$ cat src/minicomputer_alu_condition_codes_defines.svh
// Assertion macros shared by the condition-code ALU files.
`ifndef MINICOMPUTER_ALU_CONDITION_CODES_DEFINES_SVH
`define MINICOMPUTER_ALU_CONDITION_CODES_DEFINES_SVH

// Same-cycle implication, disabled while reset is asserted.
`define MCALU_ASSERT_IMP(label, clk, rst_n, ante, cons, msg) \
    label: assert property (@(posedge clk) disable iff (!rst_n) (ante) |-> (cons)) \
        else $error(msg);

// Next-cycle implication, disabled while reset is asserted.
`define MCALU_ASSERT_NXT(label, clk, rst_n, ante, cons, msg) \
    label: assert property (@(posedge clk) disable iff (!rst_n) (ante) |=> (cons)) \
        else $error(msg);

`endif

$ cat src/mcalu_pkg.sv
// Types, codes and helper functions of the condition-code ALU.
package mcalu_pkg;

    // Operation codes carried in the func field.
    typedef enum logic [4:0] {
        FN_CLR  = 5'd0,
        FN_TST  = 5'd1,
        FN_COM  = 5'd2,
        FN_INC  = 5'd3,
        FN_DEC  = 5'd4,
        FN_NEG  = 5'd5,
        FN_ADC  = 5'd6,
        FN_SBC  = 5'd7,
        FN_ROR  = 5'd8,
        FN_ROL  = 5'd9,
        FN_ASR  = 5'd10,
        FN_ASL  = 5'd11,
        FN_MOV  = 5'd12,
        FN_CMP  = 5'd13,
        FN_BIT  = 5'd14,
        FN_BIC  = 5'd15,
        FN_BIS  = 5'd16,
        FN_ADD  = 5'd17,
        FN_SUB  = 5'd18,
        FN_SWAB = 5'd19,
        FN_SXT  = 5'd20,
        FN_CLF  = 5'd21,
        FN_SEF  = 5'd22,
        FN_BRT  = 5'd23,
        FN_XOR  = 5'd24
    } alu_func_t;

    // Branch condition codes.
    typedef enum logic [3:0] {
        BC_BR   = 4'd0,
        BC_BNE  = 4'd1,
        BC_BEQ  = 4'd2,
        BC_BGE  = 4'd3,
        BC_BLT  = 4'd4,
        BC_BGT  = 4'd5,
        BC_BLE  = 4'd6,
        BC_BPL  = 4'd7,
        BC_BMI  = 4'd8,
        BC_BHI  = 4'd9,
        BC_BLOS = 4'd10,
        BC_BVC  = 4'd11,
        BC_BVS  = 4'd12,
        BC_BCC  = 4'd13,
        BC_BCS  = 4'd14
    } branch_code_t;

    // Condition code bit positions within the four-bit flag word.
    localparam int FLG_N = 3;
    localparam int FLG_Z = 2;
    localparam int FLG_V = 1;
    localparam int FLG_C = 0;

    // Word and byte masks and sign bits.
    localparam logic [15:0] MASK_WORD = 16'hFFFF;
    localparam logic [15:0] MASK_BYTE = 16'h00FF;
    localparam logic [15:0] SIGN_WORD = 16'h8000;
    localparam logic [15:0] SIGN_BYTE = 16'h0080;

    // One input item.
    typedef struct packed {
        logic [3:0]  branch_code;
        logic [3:0]  flag_mask;
        logic [15:0] dst_value;
        logic [15:0] src_value;
        logic        byte_mode;
        logic [4:0]  func;
    } alu_in_t;

    // One result item.
    typedef struct packed {
        logic        illegal;
        logic        branch_taken;
        logic [3:0]  new_flags;
        logic        write_back;
        logic [15:0] result;
    } alu_out_t;

    // Outcome of a branch condition test.
    typedef struct packed {
        logic taken;
        logic bad;
    } br_status_t;

    // Sign bit of a value in the selected operand size.
    function automatic logic msb_of(input logic [15:0] val, input logic byte_sel);
        msb_of = byte_sel ? val[7] : val[15];
    endfunction

    // N and Z flags of an already masked result.
    function automatic logic [3:0] nz_of(input logic [15:0] val, input logic byte_sel);
        logic [3:0] f;
        f = 4'b0000;
        f[FLG_N] = msb_of(val, byte_sel);
        f[FLG_Z] = (val == 16'h0000);
        nz_of = f;
    endfunction

endpackage

$ cat src/minicomputer_alu_condition_codes.sv
// Top level of the condition-code ALU: input register, execution logic, result register.
//
// An accepted item is held in the input register until the result register can load.
// Its result is then loaded into the result register and shown on the output, and it is
// taken there once the output is ready. A new item is accepted every cycle while
// results are taken. One input register feeds the single-pass execution logic, whose
// outcome and the updated N, Z, V, C codes are loaded together into the result register.
// The codes are held in one register and read by the next item as it passes through
// execution. An item in the input register waits there while a result stalls, so one
// further item can be taken before the input side stalls too. Reset clears the codes.
`include "minicomputer_alu_condition_codes_defines.svh"

module minicomputer_alu_condition_codes (
    input  logic        clk,
    input  logic        rst_n,
    input  logic        s_axis_tvalid,
    output logic        s_axis_tready,
    // src_value[15:0], dst_value[31:16], flag_mask[35:32], branch_code[39:36]
    input  logic [39:0] s_axis_tdata,
    // func[4:0], byte_mode[5]
    input  logic [5:0]  s_axis_tuser,
    output logic        m_axis_tvalid,
    input  logic        m_axis_tready,
    // result[15:0], write_back[16], new_flags[20:17], branch_taken[21],
    // illegal[22], zero fill[23]
    output logic [23:0] m_axis_tdata
);

    logic                  in_valid_reg;
    logic                  in_valid_next;
    mcalu_pkg::alu_in_t    in_item_reg;
    logic                  out_valid_reg;
    logic                  out_valid_next;
    mcalu_pkg::alu_out_t   out_item_reg;
    logic [3:0]            flags_reg;
    mcalu_pkg::alu_out_t   exec_res;
    logic                  advance;
    logic                  in_accept;
    logic                  load_out;
    logic                  flags_agree;
    logic                  illegal_shown;
    logic                  out_quiet;

    // The result register can load when it is empty or being emptied.
    assign advance       = !out_valid_reg || m_axis_tready;
    assign s_axis_tready = !in_valid_reg || advance;
    assign in_accept     = s_axis_tvalid && s_axis_tready;
    assign load_out      = advance && in_valid_reg;

    // Valid bits of the two stages.
    always_comb
    begin
        in_valid_next  = in_valid_reg;
        out_valid_next = out_valid_reg;
        if (in_accept)
        begin
            in_valid_next = 1'b1;
        end
        else if (advance)
        begin
            in_valid_next = 1'b0;
        end
        if (advance)
        begin
            out_valid_next = in_valid_reg;
        end
    end

    always_ff @(posedge clk or negedge rst_n)
    begin
        if (!rst_n)
        begin
            in_valid_reg  <= 1'b0;
            out_valid_reg <= 1'b0;
            flags_reg     <= 4'b0000;
        end
        else
        begin
            in_valid_reg  <= in_valid_next;
            out_valid_reg <= out_valid_next;
            if (load_out)
            begin
                flags_reg <= exec_res.new_flags;
            end
        end
    end

    // Input item register.
    always_ff @(posedge clk)
    begin
        if (in_accept)
        begin
            in_item_reg.func        <= s_axis_tuser[4:0];
            in_item_reg.byte_mode   <= s_axis_tuser[5];
            in_item_reg.src_value   <= s_axis_tdata[15:0];
            in_item_reg.dst_value   <= s_axis_tdata[31:16];
            in_item_reg.flag_mask   <= s_axis_tdata[35:32];
            in_item_reg.branch_code <= s_axis_tdata[39:36];
        end
    end

    mcalu_exec u_exec (
        .item  (in_item_reg),
        .flags (flags_reg),
        .res   (exec_res)
    );

    // Result register.
    always_ff @(posedge clk)
    begin
        if (load_out)
        begin
            out_item_reg <= exec_res;
        end
    end

    assign m_axis_tvalid = out_valid_reg;
    assign m_axis_tdata  = {1'b0, out_item_reg};

    // Terms checked by the assertions below.
    assign flags_agree   = (out_item_reg.new_flags == flags_reg);
    assign illegal_shown = m_axis_tvalid && out_item_reg.illegal;
    assign out_quiet     = !out_item_reg.write_back && !out_item_reg.branch_taken &&
                           (out_item_reg.result == 16'h0000);

    // A finished item always reaches the output stage.
    `MCALU_ASSERT_NXT(a_item_moves, clk, rst_n, load_out, m_axis_tvalid, "item lost")

    // Condition codes change only when an item passes through execution.
    `MCALU_ASSERT_NXT(a_flags_hold, clk, rst_n, !load_out, $stable(flags_reg), "codes changed")

    // The shown result carries the codes currently held.
    `MCALU_ASSERT_IMP(a_flags_match, clk, rst_n, m_axis_tvalid, flags_agree, "codes differ")

    // An illegal item stores nothing and takes no branch.
    `MCALU_ASSERT_IMP(a_illegal_quiet, clk, rst_n, illegal_shown, out_quiet, "illegal acts")

endmodule

$ cat src/mcalu_branch.sv
// Branch condition evaluation against the current condition codes.
module mcalu_branch (
    input  logic [3:0]              branch_code,
    input  logic [3:0]              flags,
    output mcalu_pkg::br_status_t   status
);

    logic n;
    logic z;
    logic v;
    logic c;

    assign n = flags[mcalu_pkg::FLG_N];
    assign z = flags[mcalu_pkg::FLG_Z];
    assign v = flags[mcalu_pkg::FLG_V];
    assign c = flags[mcalu_pkg::FLG_C];

    // Decode the condition; the one unused code is reported as bad.
    always_comb
    begin
        status.taken = 1'b0;
        status.bad   = 1'b0;
        case (mcalu_pkg::branch_code_t'(branch_code))
            mcalu_pkg::BC_BR:   status.taken = 1'b1;
            mcalu_pkg::BC_BNE:  status.taken = !z;
            mcalu_pkg::BC_BEQ:  status.taken = z;
            mcalu_pkg::BC_BGE:  status.taken = (n == v);
            mcalu_pkg::BC_BLT:  status.taken = (n != v);
            mcalu_pkg::BC_BGT:  status.taken = !z && (n == v);
            mcalu_pkg::BC_BLE:  status.taken = z || (n != v);
            mcalu_pkg::BC_BPL:  status.taken = !n;
            mcalu_pkg::BC_BMI:  status.taken = n;
            mcalu_pkg::BC_BHI:  status.taken = !c && !z;
            mcalu_pkg::BC_BLOS: status.taken = c || z;
            mcalu_pkg::BC_BVC:  status.taken = !v;
            mcalu_pkg::BC_BVS:  status.taken = v;
            mcalu_pkg::BC_BCC:  status.taken = !c;
            mcalu_pkg::BC_BCS:  status.taken = c;
            default:            status.bad   = 1'b1;
        endcase
    end

endmodule

$ cat src/mcalu_exec.sv
// Single-pass execution of one ALU operation and its condition codes.
module mcalu_exec (
    input  mcalu_pkg::alu_in_t   item,
    input  logic [3:0]           flags,
    output mcalu_pkg::alu_out_t  res
);

    logic                    byte_sel;
    logic [15:0]             m;
    logic [15:0]             sb;
    logic [15:0]             sm;
    logic [15:0]             dm;
    logic                    cin;
    logic [15:0]             cin16;
    logic [15:0]             sb_cin;
    logic [15:0]             diff_a;
    logic [15:0]             diff_b;
    logic [15:0]             diff;
    logic [16:0]             add_full;
    logic [15:0]             add_r;
    logic [15:0]             shl;
    logic                    sh_c;
    logic [15:0]             sh_r;
    logic [3:0]              sh_nz;
    mcalu_pkg::br_status_t   br;

    // Operand size selection: byte mode applies to the first seventeen operations.
    assign byte_sel = item.byte_mode && (item.func <= mcalu_pkg::FN_BIS);
    assign m        = byte_sel ? mcalu_pkg::MASK_BYTE : mcalu_pkg::MASK_WORD;
    assign sb       = byte_sel ? mcalu_pkg::SIGN_BYTE : mcalu_pkg::SIGN_WORD;
    assign sm       = item.src_value & m;
    assign dm       = item.dst_value & m;
    assign cin      = flags[mcalu_pkg::FLG_C];
    assign cin16    = {15'd0, cin};
    assign sb_cin   = cin ? sb : 16'h0000;

    // Shared subtractor for CMP (source minus destination) and SUB.
    assign diff_a = (item.func == mcalu_pkg::FN_CMP) ? sm : dm;
    assign diff_b = (item.func == mcalu_pkg::FN_CMP) ? dm : sm;
    assign diff   = (diff_a - diff_b) & m;

    // Word adder with carry out for ADD.
    assign add_full = {1'b0, dm} + {1'b0, sm};
    assign add_r    = add_full[15:0];

    // Shifts and rotates share one result selection and flag rule.
    assign shl = dm << 1;
    always_comb
    begin
        sh_c = 1'b0;
        sh_r = 16'h0000;
        case (mcalu_pkg::alu_func_t'(item.func))
            mcalu_pkg::FN_ROR:
            begin
                sh_c = dm[0];
                sh_r = (dm >> 1) | sb_cin;
            end
            mcalu_pkg::FN_ROL:
            begin
                sh_c = mcalu_pkg::msb_of(dm, byte_sel);
                sh_r = (shl | cin16) & m;
            end
            mcalu_pkg::FN_ASR:
            begin
                sh_c = dm[0];
                sh_r = (dm >> 1) | (dm & sb);
            end
            default:
            begin
                sh_c = mcalu_pkg::msb_of(dm, byte_sel);
                sh_r = shl & m;
            end
        endcase
    end
    assign sh_nz = mcalu_pkg::nz_of(sh_r, byte_sel);

    mcalu_branch u_branch (
        .branch_code (item.branch_code),
        .flags       (flags),
        .status      (br)
    );

    // Result, write-back and flag selection per operation.
    always_comb
    begin
        res.result       = 16'h0000;
        res.write_back   = 1'b0;
        res.new_flags    = flags;
        res.branch_taken = 1'b0;
        res.illegal      = 1'b0;
        case (mcalu_pkg::alu_func_t'(item.func))
            mcalu_pkg::FN_CLR:
            begin
                res.new_flags = 4'b0000;
                res.new_flags[mcalu_pkg::FLG_Z] = 1'b1;
                res.write_back = 1'b1;
            end
            mcalu_pkg::FN_TST:
            begin
                res.result    = dm;
                res.new_flags = mcalu_pkg::nz_of(dm, byte_sel);
            end
            mcalu_pkg::FN_COM:
            begin
                res.result    = ~dm & m;
                res.new_flags = mcalu_pkg::nz_of(~dm & m, byte_sel);
                res.new_flags[mcalu_pkg::FLG_C] = 1'b1;
                res.write_back = 1'b1;
            end
            mcalu_pkg::FN_INC:
            begin
                res.result    = (dm + 16'd1) & m;
                res.new_flags = mcalu_pkg::nz_of((dm + 16'd1) & m, byte_sel);
                res.new_flags[mcalu_pkg::FLG_V] = (dm == (sb - 16'd1));
                res.new_flags[mcalu_pkg::FLG_C] = cin;
                res.write_back = 1'b1;
            end
            mcalu_pkg::FN_DEC:
            begin
                res.result    = (dm - 16'd1) & m;
                res.new_flags = mcalu_pkg::nz_of((dm - 16'd1) & m, byte_sel);
                res.new_flags[mcalu_pkg::FLG_V] = (dm == sb);
                res.new_flags[mcalu_pkg::FLG_C] = cin;
                res.write_back = 1'b1;
            end
            mcalu_pkg::FN_NEG:
            begin
                res.result    = (16'h0000 - dm) & m;
                res.new_flags = mcalu_pkg::nz_of((16'h0000 - dm) & m, byte_sel);
                res.new_flags[mcalu_pkg::FLG_V] = (((16'h0000 - dm) & m) == sb);
                res.new_flags[mcalu_pkg::FLG_C] = (dm != 16'h0000);
                res.write_back = 1'b1;
            end
            mcalu_pkg::FN_ADC:
            begin
                res.result    = (dm + cin16) & m;
                res.new_flags = mcalu_pkg::nz_of((dm + cin16) & m, byte_sel);
                res.new_flags[mcalu_pkg::FLG_V] = cin && (dm == (sb - 16'd1));
                res.new_flags[mcalu_pkg::FLG_C] = cin && (dm == m);
                res.write_back = 1'b1;
            end
            mcalu_pkg::FN_SBC:
            begin
                res.result    = (dm - cin16) & m;
                res.new_flags = mcalu_pkg::nz_of((dm - cin16) & m, byte_sel);
                res.new_flags[mcalu_pkg::FLG_V] = cin && (dm == sb);
                res.new_flags[mcalu_pkg::FLG_C] = cin && (dm == 16'h0000);
                res.write_back = 1'b1;
            end
            mcalu_pkg::FN_ROR, mcalu_pkg::FN_ROL, mcalu_pkg::FN_ASR, mcalu_pkg::FN_ASL:
            begin
                res.result    = sh_r;
                res.new_flags = sh_nz;
                res.new_flags[mcalu_pkg::FLG_V] = sh_nz[mcalu_pkg::FLG_N] ^ sh_c;
                res.new_flags[mcalu_pkg::FLG_C] = sh_c;
                res.write_back = 1'b1;
            end
            mcalu_pkg::FN_MOV:
            begin
                res.result    = sm;
                res.new_flags = mcalu_pkg::nz_of(sm, byte_sel);
                res.new_flags[mcalu_pkg::FLG_C] = cin;
                res.write_back = 1'b1;
            end
            mcalu_pkg::FN_CMP, mcalu_pkg::FN_SUB:
            begin
                res.result    = diff;
                res.new_flags = mcalu_pkg::nz_of(diff, byte_sel);
                res.new_flags[mcalu_pkg::FLG_V] =
                    mcalu_pkg::msb_of((diff_a ^ diff_b) & (diff_a ^ diff), byte_sel);
                res.new_flags[mcalu_pkg::FLG_C] = (diff_b > diff_a);
                res.write_back = (item.func == mcalu_pkg::FN_SUB);
            end
            mcalu_pkg::FN_BIT:
            begin
                res.result    = sm & dm;
                res.new_flags = mcalu_pkg::nz_of(sm & dm, byte_sel);
                res.new_flags[mcalu_pkg::FLG_C] = cin;
            end
            mcalu_pkg::FN_BIC:
            begin
                res.result    = ~sm & dm;
                res.new_flags = mcalu_pkg::nz_of(~sm & dm, byte_sel);
                res.new_flags[mcalu_pkg::FLG_C] = cin;
                res.write_back = 1'b1;
            end
            mcalu_pkg::FN_BIS:
            begin
                res.result    = sm | dm;
                res.new_flags = mcalu_pkg::nz_of(sm | dm, byte_sel);
                res.new_flags[mcalu_pkg::FLG_C] = cin;
                res.write_back = 1'b1;
            end
            mcalu_pkg::FN_ADD:
            begin
                res.result    = add_r;
                res.new_flags = mcalu_pkg::nz_of(add_r, 1'b0);
                res.new_flags[mcalu_pkg::FLG_V] = (~(dm ^ sm) & (dm ^ add_r)) >= 16'h8000;
                res.new_flags[mcalu_pkg::FLG_C] = add_full[16];
                res.write_back = 1'b1;
            end
            mcalu_pkg::FN_SWAB:
            begin
                res.result    = {dm[7:0], dm[15:8]};
                res.new_flags = mcalu_pkg::nz_of({8'h00, dm[15:8]}, 1'b1);
                res.write_back = 1'b1;
            end
            mcalu_pkg::FN_SXT:
            begin
                res.result    = flags[mcalu_pkg::FLG_N] ? 16'hFFFF : 16'h0000;
                res.new_flags = 4'b0000;
                res.new_flags[mcalu_pkg::FLG_N] = flags[mcalu_pkg::FLG_N];
                res.new_flags[mcalu_pkg::FLG_Z] = !flags[mcalu_pkg::FLG_N];
                res.new_flags[mcalu_pkg::FLG_C] = cin;
                res.write_back = 1'b1;
            end
            mcalu_pkg::FN_CLF:
            begin
                res.new_flags = flags & ~item.flag_mask;
            end
            mcalu_pkg::FN_SEF:
            begin
                res.new_flags = flags | item.flag_mask;
            end
            mcalu_pkg::FN_BRT:
            begin
                res.branch_taken = br.taken;
                res.illegal      = br.bad;
            end
            mcalu_pkg::FN_XOR:
            begin
                res.result    = sm ^ dm;
                res.new_flags = mcalu_pkg::nz_of(sm ^ dm, 1'b0);
                res.new_flags[mcalu_pkg::FLG_C] = cin;
                res.write_back = 1'b1;
            end
            default:
            begin
                res.illegal = 1'b1;
            end
        endcase
    end

endmodule
$ cat config.mk
export PLATFORM = sky130hd
export DESIGN_NAME = minicomputer_alu_condition_codes
export DESIGN_NICKNAME = d
export VERILOG_FILES = /design/src/mcalu_pkg.sv /design/src/minicomputer_alu_condition_codes.sv /design/src/mcalu_branch.sv /design/src/mcalu_exec.sv
export VERILOG_INCLUDE_DIRS = /design/src /design/src/src
export SDC_FILE = /design/constraint.sdc
export NUM_CORES = 1
export LEC_CHECK = 0
export ABC_AREA = 1
export BUFFER_PORTS_ARGS = -buffer_cell sky130_fd_sc_hd__buf_4
export CAP_MARGIN = 20
export CORE_UTILIZATION = 27
export DETAILED_ROUTE_END_ITERATION = 8
export SLEW_MARGIN = 40
export SYNTH_ARGS = -nofsm -noshare
export SYNTH_HDL_FRONTEND = slang
export SYNTH_SLANG_ARGS = --single-unit
$ cat constraint.sdc
create_clock -name clk -period 7.3 [get_ports clk]
set_clock_uncertainty 0.15 [all_clocks]
set_input_delay 0.73 -clock clk [delete_from_list [all_inputs] [get_ports clk]]
set_output_delay 0.73 -clock clk [all_outputs]
set_load 0.02 [all_outputs]
Word level (Yosys, flattened, before mapping). Cells that the tools add are included.

Reduce and logical (&&, ||, !) cells: 45. $lt $le $gt $ge: 3. Bitwise gates (word level): 31. $add $sub $neg: 8. Multiplexer cells: 30. Equal/unequal tests: 44.

Operator list (number): 16-bit case mux with 17 select lines (1); 16-bit AND (16); 16-bit logical NOT (15); 16-bit 2-to-1 mux (6); 4-bit case mux with 20 select lines (1); 16-bit equality test (4); 16-bit XOR (4); 16-bit inverter (3); 16-bit case mux with 3 select lines (1); 5-bit equality test, second input constant (9); 5-bit by 4-bit equality test with 1-bit output, second input constant (8); 15-bit by 16-bit OR with 16-bit output (2); 16-bit by 1-bit subtractor with 16-bit output, second input constant (2); 4-bit equality test, second input constant (7); 24-bit OR reduction (1); 5-bit by 3-bit equality test with 1-bit output, second input constant (4); 1-bit 2-to-1 mux (18); 18-bit OR reduction (1); 16-bit by 16-bit adder with 17-bit output (1); 16-bit by 1-bit adder with 16-bit output (1); 16-bit by 1-bit adder with 16-bit output, second input constant (1); 4-bit by 3-bit equality test with 1-bit output, second input constant (4); 16-bit greater-or-equal comparator, second input constant (1); 16-bit > comparator (1); 29 further kinds (49).

Flip-flop bits (word level): 75. Input bits: 50. Output and inout port bits: 26. Word-level logic and storage cells: 175.

Longest topological paths before layout. Gate-level depths: netlist of the first run.

Depth after elaboration: 11. Gate-level depth with buffers: 31. Mapped depth without buffers: 26.

Modules after synthesis. A second synthesis of the first run with hierarchy kept.

Cell total of the unflattened synthesis: 1522. Area total of the unflattened synthesis: 9865.7 um^2.

By module, submodules not included: mcalu_exec (area an instance 7318.3 um^2, cells each 1373, instances 1); minicomputer_alu_condition_codes (area an instance 2321.0 um^2, cells each 98, instances 1); mcalu_branch (area an instance 226.5 um^2, cells each 51, instances 1).

Least setup slack after synthesis of the first run. Ideal clock, no wire load.

Path kind: register to register. Start: reg in_item_reg[3] (netlist bit). End: reg out_item_reg, in the netlist m_axis_tdata[20], data pin. Arrival time: 3052 ps. Setup time: 249 ps. Stages on the path, launching flop included: 24. Path buffers: 4. Path slack: 3849 ps. Cell sequence: edfxtp_1 nor2_4 nand2_4 nand2_4 nand2_8 buf_6 buf_6 buf_2 buf_2 nand2_1 inv_1 nand2_1 o21ai_0 ha_1 nand2_1 nor3_1 and2_1 nand2_1 nand3_1 nand2_1 nand4_1 nand3_1 nand2_1 inv_1.

RTL lines: from (decl) (RTL line minicomputer_alu_condition_codes.sv:31) `mcalu_pkg::alu_in_t in_item_reg;`; to (signal assigned) (RTL line minicomputer_alu_condition_codes.sv:113) `out_item_reg <= exec_res;`; to (decl) (RTL line minicomputer_alu_condition_codes.sv:34) `mcalu_pkg::alu_out_t out_item_reg;`.

==> results.tsv, run 1 <==
metric	value	unit
most common cell after layout, fill and taps aside	nand2_1	
Ant. Diodes	0	
GP Congestion	1.07	
minimum clock period	4.76	ns
Final Cycle Share	65.2	%
total negative slack	0	ns
gr ovfl total	0	
Layout fillers	3967	
H-tree levels	3	
Post CTS Setup Buffer Count	0	
antenna violations before repair	1	
max-slew violation count	0	
Via Count	11600	
Max-slew headroom	35.6	%
Final ANT Viol Nets	0	
final wirelength	46.2	mm
Hold WS	0.372	ns
RSZ-0062 raised after global routing	false	
fin nets	1679	
hold crit path type	in -> reg	
DP HPWL	36.6	mm
sequential area share after synthesis	22.7	%
Worst-Skew Late Latency	0.38	ns
Root Buffer	clkbuf_16	
final hold viol count	0	
largest net degree at the start of global routing	99	
Reg2Reg Depth	22	
flip-flop count of the largest register after layout	46	
commonest non-fill, non-tap cells in the layout	nand2_1, nor2_1, inv_1	
syn_nets	1641	
Residual DRC	14	
vias in the first global route	10800	
CP Capture Type	flip-flop	
Layout area overhead	12.3	%
CTS buffer count	9	
synthesized area	9790	um^2
WL/cell	22.7	um
main flop type after synthesis	edfxtp_1	
startpoint types	flip-flop	
first drt pass iteration count	9	
# setup viols final	0	
Chip Width	192	um
Power Density	178	nW/um^2
fraction of layout cells with a size suffix above 1	10.5	%
Initial DRC Count	1607	
final instance count without filler cells	2034	
FP Rows	69	
first-pass GRT wire length	68.0	mm
Initial Util	27.5	%
Die ar.	37000	um^2
outcome	complete, but fails checks	
Lkg Pwr	0.00492	uW
Worst Hold Depth	1	
I/O pin count	76	
Synth Warn #	0	
CTS Buffer Depth	2	
Yosys reg bits	75	
Die Height	192	um
Cells after Synth	1530	
Post-synth EDFFs	69	
Final Util	30.8	%
Syn Area/Cell	6.40	um^2
number of vias per cell	5.71	
CTS tree	done	
WS Path Type	reg -> reg	
gr usage total	25.3	%
Peak Freq	210	MHz
clk sinks	75	
Netlist cell types	57	
VDD IR max	0.117	mV
Max Cap Viol	0	
Post-Place Cells	2017	
PostCTS Resize Cnt	0	
core area	35700	um^2
Hold-fix buffers, CTS	1	
failing checks	DRC	
actual slew at the worst max-slew pin	0.964	ns
Worst Path Arrival	4.73	ns
IO Port Bufs	74	
Worst R2R Setup Slack	2.54	ns
worst-path fanout max	98	
WP data required	7.27	ns
asr flop ratio synth	8.00	%
clock-pin slew on the worst setup and hold paths	0.07	ns
## worst max-delay path, cell delays in order (launching register included)
cell      delay [ns]
edfxtp_1        0.89
nand2_4         0.13
nand2_8         0.49
nand2_1         0.52
inv_1           0.24
ha_1            0.23
inv_1           0.08
nand3_1         0.08
nor2_1          0.07
nand2_1         0.08
nor2_1          0.04
nand2_1         0.07
nor2_1          0.06
nor2_1          0.10
nand2_1         0.07
nor2_1          0.13
nand3_1         0.12
nor2_1          0.12
nand2_1         0.06
nor2_1          0.10
nand3_1         0.23
nor2_1          0.23
nand3_2         0.11
## area by class of cell
cell class	count	area, um^2	share of cell area (%)
timing repair buffer	82	618	5.62
tap	461	577	5.24
sequential	75	2220	20.2
clock buffer	9	225	2.05
clock inverter	7	83.8	0.762
inverter	172	646	5.87
multi-input combinational	1228	6630	60.3
## layer usage
| metal | global-route usage, % | up-vias | part of all wire (%) |
|---|---|---|---|
| met5 | 0 | - | 0.026 |
| met3 | 6.07 | 147 | 11 |
| li1 | - | 5313 | - |
| met2 | 38.4 | 760 | 43 |
| met4 | 14.4 | 2 | 6.0 |
| met1 | 32.5 | 5385 | 40 |
## synthesized netlist by cell type (all sizes together) (2+ instances only)
cell     instances  area (um^2)
dfrtp            6          150
clkinv           6         22.5
nor3b            3         22.5
nand3          151          781
inv            166          623
nand4           45          282
o21ai          112          576
a221oi           7         61.3
o221ai           4         35.0
nand3b          11         82.6
o2111ai         18          158
nor2           198          823
o21a             2         15.0
buf             29          211
clkbuf          26         97.6
and2             2         12.5
ha              60          751
a21oi           44          224
and3             2         12.5
nand2          413         1630
o211ai           7         52.6
a311oi           2         17.5
o21bai           2         15.0
a211oi          11         82.6
nor4            13         87.6
nor3            33          200
xor2            32          280
o22ai           39          244
edfxtp          69         2070
a2111oi          6         52.6
## kinds of logic (layout without fill, tap and decap cells)
logic type      Yosys count  count (layout)  synth area share [%]
other cells               1               1                0.0383
simple gates            871             871                  40.2
buf+inv                 227             270                  9.75
xor+xnor                 33              33                  2.95
flops                    75              75                  22.7
mux                       1               1                 0.102
compound gates          261             261                  16.4
fa+ha+maj                61              61                  7.87
## power by group
group / internal (uW) / switching (uW)
sequential: 540 / 82.0
combinational: 259 / 588
clock: 271 / 219
## per-stage QoR
stage | power, uW | cell area (um^2) | worst slack (ns)
5_1_grt | 2070 | 11000 | 2.30
2_1_floorplan | 1150 | 9790 | 3.85
4_1_cts | 1940 | 11000 | 2.73
6_report | 1960 | 11000 | 2.54
3_3_place_gp | 1440 | 10700 | 2.76
3_5_place_dp | 1440 | 10700 | 2.74
## final timing paths
check                                  from          endpoint
setup / recovery             in_item_reg[4]  m_axis_tdata[19]
hold / removal             s_axis_tdata[24]   in_item_reg[30]
setup reg to reg             in_item_reg[4]  m_axis_tdata[19]
hold reg to reg               m_axis_tvalid     m_axis_tvalid
max in group asynchronous             rst_n     m_axis_tvalid
min in group asynchronous             rst_n      flags_reg[3]
Note: power is estimated with default switching activity, not from simulation.
==> run 2: changes to the inputs <==
--- a/config.mk
+++ b/config.mk
@@ -6,7 +6,7 @@
 export SDC_FILE = /design/constraint.sdc
 export NUM_CORES = 1
 export LEC_CHECK = 0
-export ABC_AREA = 1
+export ABC_AREA = 0
 export BUFFER_PORTS_ARGS = -buffer_cell sky130_fd_sc_hd__buf_4
 export CAP_MARGIN = 20
 export CORE_UTILIZATION = 27
==> constraint.sdc (replaced) <==
create_clock -name clk -period 4.15 [get_ports clk]
set_clock_uncertainty 0.15 [all_clocks]
set_input_delay 0.415 -clock clk [delete_from_list [all_inputs] [get_ports clk]]
set_output_delay 0.415 -clock clk [all_outputs]
set_load 0.02 [all_outputs]
==> results.tsv, run 2 <==
metric	value	unit
Worst Path Arrival	4.10	ns
CP Capture Type	flip-flop	
Reg2Reg Depth	16	
most common cell after layout, fill and taps aside	buf_4	
startpoint types	flip-flop	
clk sinks	75	
Cells after Synth	1276	
I/O pin count	76	
VDD IR max	0.220	mV
Die ar.	36500	um^2
IO Port Bufs	74	
worst setup path startpoint	in_item_reg[1]	
clock-pin slew on the worst setup and hold paths	0.07	ns
Final Util	34.5	%
Chip Width	191	um
first-pass GRT wire length	76.1	mm
Max Cap Viol	0	
H-tree levels	3	
Lkg Pwr	0.00459	uW
Yosys reg bits	75	
CTS Buffer Depth	2	
antenna violations before repair	3	
worst flop-to-flop path startpoint	in_item_reg[1]	
Die Height	191	um
Worst R2R Setup Slack	0.04	ns
worst hold start	s_axis_tdata[9]	
CTS buffer count	9	
RSZ-0062 raised after global routing	true	
# setup viols final	0	
vias in the first global route	10900	
Slowest cell on crit path	edfxtp_1	
largest cells by area after synthesis	edfxtp_1, ha_1, xnor2_1, a21oi_1, nand2_1	
DP HPWL	42.0	mm
hold crit path type	in -> reg	
Residual DRC	0	
final hold viol count	0	
Synth Warn #	0	
FP Rows	68	
Worst Hold Depth	1	
Final ANT Viol Nets	0	
Syn Area/Cell	7.57	um^2
CTS tree	done	
sequential area share after synthesis	23.0	%
WL/cell	28.5	um
commonest non-fill, non-tap cells in the layout	buf_4, nor2_1, nand2_1	
Worst-Skew Late Latency	0.38	ns
Power Density	289	nW/um^2
gr usage total	29.0	%
critical path's largest stage delay	0.45	ns
Final Cycle Share	99.1	%
number of vias per cell	6.33	
asr flop ratio synth	8.00	%
WP data required	4.14	ns
first drt pass iteration count	6	
max-slew violation count	0	
Initial DRC Count	1751	
synthesized area	9660	um^2
worst reg2reg path endpoint	m_axis_tdata[19]	
gr ovfl total	0	
core area	34900	um^2
Layout fillers	3815	
syn_nets	1387	
minimum clock period	4.11	ns
actual slew at the worst max-slew pin	0.847	ns
Post-synth EDFFs	69	
WS Path Type	reg -> reg	
flip-flop count of the largest register after layout	46	
outcome	complete, no violations	
Layout area overhead	24.5	%
GP Congestion	1.05	
fin nets	1525	
Initial Util	27.7	%
fin area	12000	um^2
Synth area leader	edfxtp_1	
crit path cell chain	o41ai_4 > buf_4 > buf_4 > a21oi_1 > ha_1 > buf_4 > nor4bb_2 > and3_1 > nand4_1 > o41ai_1 > a32oi_1 > and4_1 > o2111ai_1 > nor2_1 > o31a_1 > a21oi_1	
main flop type after synthesis	edfxtp_1	
worst-path fanout max	5	
most frequent CP cell	buf_4	
Area after DPL	11600	um^2
Max-slew headroom	43.3	%
final wirelength	53.5	mm
Post-synth top cells	nand2_1, nor2_1, a21oi_1	
Critical Path End	m_axis_tdata[19]	
Root Buffer	clkbuf_16	
Via Count	11900	
Netlist cell types	96	
Peak Freq	243	MHz
fraction of layout cells with a size suffix above 1	20.5	%
largest net degree at the start of global routing	42	
post-synth top area share	21.4	%
## run 2: changes by cell type in the layout (fill, tap and decap cells not counted), sizes merged, moves of 19 or more
cell	previous run	this run
buf	81	228
inv	170	48
nand4	45	26
nand3	151	44
xnor2	1	56
o22ai	39	17
nor2	198	126
nand2	413	124
a21oi	44	95
o21ai	112	86
nor4	13	35
## run 2: what timing repair did
item                                   in CTS  in global routing
endpoints found under the hold margin       6                  0
setup buffers                               1                  2
gates resized for setup                     1                 11
hold buffers                                1                  0
setup endpoints to repair                   2                  7
pin swaps                                   1                  2
## run 2: worst min path at each step
stage / endpoint / slack, ns
after global routing: in_item_reg[15] / 0.05
final: in_item_reg[15] / 0.05
after global placement: m_axis_tvalid / 0.09
after floorplan: flags_reg[0] / -0.03
after detailed placement: m_axis_tvalid / 0.09
after CTS: in_item_reg[15] / 0.04
## run 2: critical path, delay by kind of cell, from the launching register on
family / cells / cell delay (ns)
DFF: 1 / 0.45
AOI/OAI and AO/OA: 7 / 1.32
adders and majority gates: 1 / 0.42
buffers and inverters: 3 / 0.54
and+or+nand+nor: 5 / 0.99
## run 2: cells by family after synthesis
| logic type | Yosys count | synth area share, % |
|---|---|---|
| other | 1 | 0.0388 |
| DFF | 75 | 23.0 |
| muxes | 7 | 0.738 |
| buffers and inverters | 150 | 6.32 |
| AOI/OAI and AO/OA | 410 | 29.1 |
| adders and majority gates | 61 | 7.98 |
| and+or+nand+nor | 498 | 26.2 |
| xor gates and xnor gates | 74 | 6.71 |
## run 2: through the flow
stage                     setup TNS (ns)  total power [uW]  std cells  setup slack [ns]  hold slack [ns]
after floorplan                  -0.0296              1860       1276           -0.0296          -0.0306
after global placement            -0.108              2500       1854           -0.0698           0.0940
after detailed placement         -0.0532              2490       1854           -0.0456           0.0929
after CTS                              0              3430       1872            0.0325           0.0407
after global routing             -0.0914              3610       1874           -0.0495           0.0461
final                                  0              3480       1875            0.0372           0.0534
## run 2: power breakdown
part / switching, uW / internal (uW) / total (uW)
Clock: 375 / 544 / 919
Sequential: 97.2 / 917 / 1010
Combinational: 980 / 563 / 1540
Total: 1450 / 2020 / 3480
## run 2: area by class of cell
type	count	area, um^2	share of cell area [%]
clock inverter	6	87.6	0.728
sequential	75	2220	18.5
tap	455	569	4.73
inverter	48	180	1.50
antenna	1	2.50	0.0208
multi-input combinational	1051	6930	57.6
clock buffer	10	239	1.99
timing repair buffer	229	1800	14.9
## run 2: layer usage
metal / part of all wire [%] / GRT usage [%]
met3: 11 / 6.90
met5: 0 / 0
met2: 42 / 42.7
met4: 6.3 / 15.9
met1: 41 / 38.8
